### config.mk
export PLATFORM = sky130hd
export DESIGN_NAME = utf8_to_utf16_decoder_unit
export DESIGN_NICKNAME = d
export VERILOG_FILES = /design/src/u8u16_pkg.sv /design/src/utf8_to_utf16_decoder_unit.sv
export SDC_FILE = /design/constraint.sdc
export NUM_CORES = 1
export LEC_CHECK = 0
export BUFFER_PORTS_ARGS = -buffer_cell sky130_fd_sc_hd__clkbuf_2
export CORE_MARGIN = 3
export CORE_UTILIZATION = 41
export CTS_CLUSTER_DIAMETER = 120
export DETAILED_ROUTE_END_ITERATION = 12
export SYNTH_ARGS = -nofsm -noshare
export SYNTH_HDL_FRONTEND = slang
export SYNTH_SLANG_ARGS = --single-unit
### constraint.sdc
create_clock -name i_clk -period 11 [get_ports i_clk]
set_input_delay 2.2 -clock i_clk [delete_from_list [all_inputs] [get_ports i_clk]]
set_output_delay 2.2 -clock i_clk [all_outputs]
set_load 0.05 [all_outputs]
### src/u8u16_pkg.sv
// ----------------------------------------------------------------------------
// u8u16_pkg: shared types and tables for the UTF-8 to UTF-16 decoder
// Result kinds, the result record, lead byte decode and per-length constants.
// ----------------------------------------------------------------------------
package u8u16_pkg;

    typedef enum logic [1:0] {
        KIND_UNIT    = 2'd0,
        KIND_ILLEGAL = 2'd1,
        KIND_TRUNC   = 2'd2
    } t_kind;

    typedef struct packed {
        logic [15:0] code_unit;
        t_kind       kind;
        logic [2:0]  bad_length;
        logic        last;
    } t_result;

    localparam logic [31:0] MAX_POINT     = 32'h0010FFFF;
    localparam logic [31:0] SUPP_BASE     = 32'h00010000;
    localparam logic [15:0] HIGH_SURR     = 16'hD800;
    localparam logic [15:0] LOW_SURR      = 16'hDC00;
    localparam logic [31:0] SURR_FIRST    = 32'h0000D800;
    localparam logic [31:0] SURR_LAST     = 32'h0000DFFF;
    localparam logic [31:0] BMP_LAST      = 32'h0000FFFF;
    localparam logic [2:0]  CESU_MAX_LEN  = 3'd3;

    // Sequence length from a lead byte; 0 for ASCII, trail bytes, 0xFE, 0xFF
    function automatic logic [2:0] seq_length(input logic [7:0] b);
        logic [2:0] len;
        if (b < 8'hC0)      len = 3'd0;
        else if (b < 8'hE0) len = 3'd2;
        else if (b < 8'hF0) len = 3'd3;
        else if (b < 8'hF8) len = 3'd4;
        else if (b < 8'hFC) len = 3'd5;
        else if (b < 8'hFE) len = 3'd6;
        else                len = 3'd0;
        return len;
    endfunction

    // Accumulated lead and trail bits to remove once a sequence is complete
    function automatic logic [31:0] lead_offset(input logic [2:0] len);
        logic [31:0] off;
        case (len)
            3'd2:    off = 32'h00003080;
            3'd3:    off = 32'h000E2080;
            3'd4:    off = 32'h03C82080;
            3'd5:    off = 32'hFA082080;
            3'd6:    off = 32'h82082080;
            default: off = 32'h00000000;
        endcase
        return off;
    endfunction

    // Smallest code point allowed for a length (shortest form check)
    function automatic logic [31:0] min_point(input logic [2:0] len);
        logic [31:0] mp;
        case (len)
            3'd0, 3'd1: mp = 32'h00000000;
            3'd2:       mp = 32'h00000080;
            3'd3:       mp = 32'h00000800;
            3'd4:       mp = 32'h00010000;
            default:    mp = 32'hFFFFFFFF;
        endcase
        return mp;
    endfunction

endpackage

### src/utf8_to_utf16_decoder_unit.sv
// ----------------------------------------------------------------------------
// utf8_to_utf16_decoder_unit: UTF-8 / CESU-8 byte stream to UTF-16 units
// One byte per item in; code units or error records out, up to two per item.
// ----------------------------------------------------------------------------
//  channel | signals                                   | direction
//  --------+-------------------------------------------+----------
//  input   | i_in_valid, o_in_stall, i_data_byte,      | in
//          | i_flush                                   |
//  output  | o_out_valid, i_out_stall, o_code_unit,    | out
//          | o_kind, o_bad_length, o_last              |
//  config  | i_cfg_wr_en, i_cfg_wr_data (cesu8_mode)   | in
//
// An item is decoded in the cycle it is accepted; its results appear in a
// two-entry result buffer on the next cycle. One item per cycle while each item
// gives at most one result and i_out_stall is low; two results (surrogate pair,
// or error then restarted byte) hold off the next item until the second is
// taken. The buffer drain port sets the rate. Reset is synchronous and clears
// the pending sequence, the buffer and cesu8_mode. Output stall back-pressures
// the input only when the buffer cannot be emptied in the same cycle.
module utf8_to_utf16_decoder_unit (
    input  logic                  i_clk,
    input  logic                  i_rst_n,
    input  logic                  i_cfg_wr_en,
    input  logic                  i_cfg_wr_data,
    input  logic                  i_in_valid,
    output logic                  o_in_stall,
    input  logic [7:0]            i_data_byte,
    input  logic                  i_flush,
    output logic                  o_out_valid,
    input  logic                  i_out_stall,
    output logic [15:0]           o_code_unit,
    output u8u16_pkg::t_kind      o_kind,
    output logic [2:0]            o_bad_length,
    output logic                  o_last
);
    import u8u16_pkg::*;

    logic        r_cesu;
    logic [31:0] r_acc;
    logic [2:0]  r_exp;
    logic [2:0]  r_rcv;
    t_result     r_slot [2];
    logic [1:0]  r_cnt;

    logic [31:0] n_acc;
    logic [2:0]  n_exp;
    logic [2:0]  n_rcv;

    logic        in_acc;
    logic        out_take;
    logic        ready;

    logic [31:0] trail_acc;
    logic [2:0]  rcv_inc;
    logic [31:0] ch;
    logic [19:0] supp;
    logic        is_trail;
    logic        ok;
    logic        surr;

    logic [2:0]  fr_len;
    logic        fr_has;
    t_result     fr_res;

    t_result     res_a;
    t_result     res_b;
    logic [1:0]  res_n;

    // ---------------- handshakes ----------------
    assign out_take   = o_out_valid && !i_out_stall;
    assign ready      = (r_cnt == 2'd0) || ((r_cnt == 2'd1) && out_take);
    assign o_in_stall = !ready;
    assign in_acc     = i_in_valid && ready;

    assign o_out_valid  = (r_cnt != 2'd0);
    assign o_code_unit  = r_slot[0].code_unit;
    assign o_kind       = r_slot[0].kind;
    assign o_bad_length = r_slot[0].bad_length;
    assign o_last       = r_slot[0].last;

    // ---------------- datapath ----------------
    assign is_trail  = (i_data_byte[7:6] == 2'b10);
    assign trail_acc = {r_acc[25:0], 6'b0} + {24'b0, i_data_byte};
    assign rcv_inc   = r_rcv + 3'd1;
    assign ch        = trail_acc - lead_offset(r_exp);
    assign supp      = 20'(ch - SUPP_BASE);
    assign surr      = (ch >= SURR_FIRST) && (ch <= SURR_LAST);
    assign ok        = (ch <= MAX_POINT) && (ch >= min_point(r_exp)) &&
                       (r_cesu ? (r_exp <= CESU_MAX_LEN) : !surr);

    // Decode of a byte with no sequence pending
    assign fr_len = seq_length(i_data_byte);
    always_comb begin
        fr_res = '0;
        fr_has = 1'b1;
        if (!i_data_byte[7]) begin
            fr_res.code_unit = {8'b0, i_data_byte};
            fr_res.kind      = KIND_UNIT;
        end else if (fr_len == 3'd0) begin
            fr_res.kind       = KIND_ILLEGAL;
            fr_res.bad_length = 3'd1;
        end else begin
            fr_has = 1'b0;
        end
    end

    always_comb begin
        n_acc = r_acc;
        n_exp = r_exp;
        n_rcv = r_rcv;
        res_a = '0;
        res_b = '0;
        res_n = 2'd0;
        if (i_flush) begin
            if (r_exp != 3'd0) begin
                res_a.kind       = KIND_TRUNC;
                res_a.bad_length = r_rcv;
                res_n            = 2'd1;
                n_acc = '0;
                n_exp = '0;
                n_rcv = '0;
            end
        end else if (r_exp == 3'd0) begin
            if (fr_has) begin
                res_a = fr_res;
                res_n = 2'd1;
            end else begin
                n_acc = {24'b0, i_data_byte};
                n_exp = fr_len;
                n_rcv = 3'd1;
            end
        end else if (is_trail) begin
            n_acc = trail_acc;
            n_rcv = rcv_inc;
            if (rcv_inc >= r_exp) begin
                n_acc = '0;
                n_exp = '0;
                n_rcv = '0;
                if (!ok) begin
                    res_a.kind       = KIND_ILLEGAL;
                    res_a.bad_length = r_exp;
                    res_n            = 2'd1;
                end else if (ch <= BMP_LAST) begin
                    res_a.code_unit = ch[15:0];
                    res_n           = 2'd1;
                end else begin
                    // supplementary plane: high surrogate first
                    res_a.code_unit = HIGH_SURR + {6'b0, supp[19:10]};
                    res_b.code_unit = LOW_SURR + {6'b0, supp[9:0]};
                    res_n           = 2'd2;
                end
            end
        end else begin
            // interrupted sequence, then the byte starts over
            res_a.kind       = KIND_ILLEGAL;
            res_a.bad_length = r_rcv;
            n_acc = '0;
            n_exp = '0;
            n_rcv = '0;
            if (fr_has) begin
                res_b = fr_res;
                res_n = 2'd2;
            end else begin
                res_n = 2'd1;
                n_acc = {24'b0, i_data_byte};
                n_exp = fr_len;
                n_rcv = 3'd1;
            end
        end
        res_a.last = (res_n == 2'd1);
        res_b.last = 1'b1;
    end

    // ---------------- registers ----------------
    always_ff @(posedge i_clk) begin
        if (!i_rst_n) begin
            r_cesu <= 1'b0;
        end else if (i_cfg_wr_en) begin
            r_cesu <= i_cfg_wr_data;
        end
    end

    always_ff @(posedge i_clk) begin
        if (!i_rst_n) begin
            r_acc <= '0;
            r_exp <= '0;
            r_rcv <= '0;
        end else if (in_acc) begin
            r_acc <= n_acc;
            r_exp <= n_exp;
            r_rcv <= n_rcv;
        end
    end

    always_ff @(posedge i_clk) begin
        if (!i_rst_n) begin
            r_cnt <= 2'd0;
        end else if (in_acc) begin
            r_cnt <= res_n;
        end else if (out_take) begin
            r_cnt <= r_cnt - 2'd1;
        end
    end

    always_ff @(posedge i_clk) begin
        if (in_acc) begin
            r_slot[0] <= res_a;
            r_slot[1] <= res_b;
        end else if (out_take) begin
            r_slot[0] <= r_slot[1];
        end
    end

    // ---------------- assertions ----------------
    a_load_only_when_drained: assert property (@(posedge i_clk) disable iff (!i_rst_n)
        in_acc |-> (r_cnt == 2'd0) || ((r_cnt == 2'd1) && out_take))
        else $error("item accepted while result buffer still holds results");

    a_cnt_range: assert property (@(posedge i_clk) disable iff (!i_rst_n)
        r_cnt != 2'd3)
        else $error("result buffer count out of range");

    a_pair_first_not_last: assert property (@(posedge i_clk) disable iff (!i_rst_n)
        (r_cnt == 2'd2) |-> !r_slot[0].last && r_slot[1].last)
        else $error("last flag misplaced in a result pair");

    a_pending_sane: assert property (@(posedge i_clk) disable iff (!i_rst_n)
        (r_exp != 3'd0) |-> (r_rcv != 3'd0) && (r_rcv < r_exp) && (r_exp != 3'd1))
        else $error("pending sequence counters inconsistent");

    a_idle_clear: assert property (@(posedge i_clk) disable iff (!i_rst_n)
        (r_exp == 3'd0) |-> (r_rcv == 3'd0))
        else $error("received count set with no sequence pending");

endmodule

-- Word level (Yosys, flattened, before mapping)
Memories as Yosys holds them, arrays and structs flattened.
Cells that the tools add are included.
- reduce and logical (&&, ||, !) cells: 19
- eq/ne operators: 12
- add/sub/neg operators: 7
- bitwise logic cells: 1
- $lt $le $gt $ge: 13
- muxes and demuxes: 70
- operator list (operator ; count):
    $pmux W32 S5 ; 1
    $mux W26 ; 6
    $mux W16 ; 8
    $pmux W32 S4 ; 1
    $mux W22 ; 4
    $le A32 B16 Y1 const B ; 2
    $mux W3 ; 19
    $lt A8 B8 Y1 const B ; 6
    $mux W21 ; 2
    $add A15 B11 Y16 const A ; 2
    $add A32 B8 Y32 ; 1
    $ge A32 B16 Y1 const B ; 1
    $ge A32 B32 Y1 ; 1
    $le A32 B21 Y1 const B ; 1
    $sub A32 B32 Y32 ; 1
    $mux W2 ; 10
    $sub A20 B17 Y20 const B ; 1
    $mux W5 ; 3
    $mux W1 ; 11
    $eq A3 B3 Y1 const B ; 3
    $mux W4 ; 2
    $mux W8 ; 1
    $mux W7 ; 1
    $eq A3 B2 Y1 const B ; 2
    22 further kinds ; 32
- bits in writable memories: 44
- register bits after elaboration: 35
- memories kept: 1
- memories (name ; words ; bits a word ; rd ports ; clocked after Yosys merged registers in ; write ports ; RTL line ; text):
    r_slot ; 2 ; 22 ; 2 ; 0 ; 2 ; utf8_to_utf16_decoder_unit.sv:42 ; t_result r_slot [2];

-- Longest topological paths before layout
- depth in word-level cells: 16
- mapped depth: 27
- gate-level depth less buffers: 26

-- Worst setup path after synthesis
OpenSTA, ideal clock, no wires.
- kind: input to register
- from: input port i_data_byte[7]
- to: memory r_slot[1][12] (netlist name) (data pin)
- data required time: 10.851 ns
- buffers on the path: 2
- slack: 3.021 ns
- arrival: 7.830 ns
- stages: 24
- path through: ha_1 -> a21oi_1 -> or4_1 -> clkbuf_1 -> or2_2 -> nor2_1 -> xor2_1 -> ha_1 -> clkbuf_1 -> a21o_1 -> a31oi_1 -> nand3_1 -> a221oi_1 -> o21ai_0 -> xor2_1 -> ha_1 -> nand4_1 -> or2_2 -> o31a_1 -> a21oi_1 -> nor4b_4 -> nand2_2 -> or4_4 -> o22ai_2
- RTL lines (element ; RTL line ; text):
    start, declared ; utf8_to_utf16_decoder_unit.sv:27 ; input logic [7:0] i_data_byte,
    end, declared ; utf8_to_utf16_decoder_unit.sv:42 ;

==> flow_summary.json <==
{
  "status": "finished, final reports clean",
  "seq_area_frac_synth": 0.277,
  "drt_iter0_markers": 637,
  "overflow": 0,
  "drt_wl_total_um": 18200,
  "cp_max_fo": 12,
  "slew_violations": 0,
  "grt_max_degree": 31,
  "finalSetupViolations": 0,
  "synth_fp_nets": 838,
  "min_period_ns": 8.70,
  "rsz0062_at_grt": "no",
  "cts_setup_buffers": 0,
  "synth-seq-cells": 69,
  "clk_pin_slew_ns": 0.06,
  "required_ns": 11.21,
  "hp-class": "reg2reg",
  "async_flop_share": 0,
  "area_growth_syn_to_layout_pct": 9.79,
  "p_total_w": 0.00107,
  "criticalPathCategory": "in2reg",
  "drc": 0,
  "cts_root_buffer": "clkbuf_16",
  "diodes": 0,
  "synth_edf_count": 34,
  "grt_usage": 0.221,
  "vias_per_cell": 6.12,
  "clock.fmax_mhz": 115,
  "drv_cap": 0,
  "crit_path_max_incr_delay_ns": 0.68,
  "yosysWarnings": 0,
  "ios": 39,
  "die_w_um": 129,
  "peakVddDrop_mv": 0.120,
  "cts_buffers": 9,
  "met1Wirelength_um": 8680,
  "clk-insertion-delay-late_ns": 0.35,
  "clock_sinks": 69,
  "syn_inst": 766,
  "antenna_found_initial": 0,
  "initial_core_util": 0.423,
  "nets": 853,
  "regArea_um2": 1720,
  "cts.htree.levels": 3,
  "fillers": 1450,
  "ys.flop_type": "dfxtp_1",
  "relSlewSlack": 0.291,
  "syn_area_um2": 6210,
  "cp-end-kind": "flop",
  "wl_met3_um": 1060,
  "gp_congestion": 0.958,
  "grt_pass1_vias": 5506,
  "power.density_nw_per_um2": 158,
  "finalCritPeriodShare": 0.791,
  "dieArea_um2": 16700,
  "cts_hold_buf": 0,
  "fin_skew_ns": 0.0102,
  "syn_area_per_cell_um2": 8.11,
  "top_layer_used": "met4",
  "setup_slack_ns": 2.30,
  "wl_met2_um": 7960,
  "cts_buffer_depth": 2,
  "final_cell_mix": "70 x nand2_1, 68 x nor2_1, 56 x ha_1",
  "worst_pin_slew_ns": 1.05,
  "p_leak_nw": 2.78,
  "num_rows": 44,
  "first_pass_iters": 5,
  "final_common_cell": "nand2_1",
  "finalHoldViolations": 0,
  "postRouteAntennaNets": 0,
  "dp_slack_ns": 2.08,
  "rrSetupSlack_ns": 4.07,
  "cts_tree": "done",
  "hpwlAfterDp_um": 14300,
  "grt_pass1_wl_um": 28800,
  "synth_cell_type_count": 68,
  "setup_tns_ns": 0,
  "avgRoutedWirePerCell_um": 18.8,
  "start_kind": "input pin",
  "multi_input_area_um2": 4230,
  "die_h_um": 129,
  "vias": 5935,
  "io_buffers": 38,
  "critPathArrivalTime_ns": 8.91,
  "cpMaxStageDelayCell": "or4_1",
  "cts_resized": 0,
  "drive_gt1_frac": 0.101,
  "fp.coreArea_um2": 14700
}
-- power by group --
part	internal, W	leakage, nW	switching, W	total, W
sequential	0.000295	0.628	0.0000140	0.000309
clock	0.000197	0.154	0.000112	0.000309
combinational	0.000165	2.00	0.000293	0.000457
-- Yosys cell counts, types with 7 or more instances --
library cell,count,area (µm²)
nand4_1,16,100
xnor2_1,30,263
nor4_1,10,62.6
ha_1,56,701
a22oi_1,8,60.1
a221o_1,8,80.1
xor2_1,15,131
nand2_1,70,263
clkbuf_1,28,105
and2_1,15,93.8
inv_1,29,109
a211oi_1,15,113
o31ai_1,7,52.6
a21oi_1,40,200
nor3_1,40,200
or3_1,8,50.1
mux2i_1,7,70.1
edfxtp_1,34,1020
nand2b_1,7,43.8
and3_1,14,87.6
nor2_1,68,255
o21ai_0,37,185
a31oi_1,10,62.6
dfxtp_1,35,701
nor2b_1,22,138
a21o_1,14,105
nand3_1,31,155
-- final cells by class --
| class | instances | area share |
|---|---|---|
| Timing Repair Buffer | 41 | 0.0312 |
| Tap cell | 184 | 0.0338 |
| Clock buffer | 9 | 0.0330 |
| Clock inverter | 7 | 0.0132 |
| Multi-Input combinational cell | 631 | 0.620 |
| Sequential cell | 69 | 0.252 |
| Inverter | 29 | 0.0160 |
-- flip-flops by register name (all words and copies together) (netlist names) --
| register | flops |
|---|---|
| r_acc | 26 |
| r_slot | 34 |
| r_exp | 3 |
| r_cesu | 1 |
| r_cnt | 2 |
| r_rcv | 3 |
-- stage by stage --
| step | instance area, µm² | hold slack [ns] | instances | utilization |
|---|---|---|---|---|
| after floorplan | 6210 | 0.453 | 766 | - |
| after global placement | 6500 | 0.480 | 954 | 0.443 |
| after detailed placement | 6500 | 0.490 | 954 | 0.443 |
| after CTS | 6820 | 0.500 | 970 | 0.464 |
| after global routing | 6820 | 0.524 | 970 | 0.464 |
| final | 6820 | 0.502 | 970 | 0.464 |
-- worst max-delay path: cells and delay by family --
kind | cells | cell delay, ns
adders and majority gates | 3 | 0.98
buffers and inverters | 1 | 0.21
xor gates and xnor gates | 2 | 0.63
AOI/OAI and AO/OA | 9 | 1.89
and+or+nand+nor | 10 | 2.98
-- cells by family (layout without fill, tap and decap cells) --
kind of cell / after synthesis / after routing / synth area share
simple gates: 333 / 333 / 0.279
compound gates: 188 / 188 / 0.209
flops: 69 / 69 / 0.277
fa+ha+maj: 57 / 57 / 0.116
xor+xnor: 46 / 46 / 0.0661
buf+inv: 66 / 86 / 0.0423
mux: 7 / 7 / 0.0113
-- per-layer routing --
layer,global-route usage,vias to the layer above
met5,0,-
met4,0.0803,0
met3,0.0437,42
met2,0.342,200
met1,0.307,2804
li1,-,2889
-- final timing paths --
path / start / to / cells after the start
hold reg to reg: r_rcv[1] / r_rcv[1] / 2
hold / removal: r_rcv[1] / r_rcv[1] / 2
setup reg to reg: r_acc[1] / r_slot[0][6] / 24
setup / recovery: i_data_byte[7] / r_slot[0][6] / 25
Note: power is estimated with default switching activity, not from simulation.
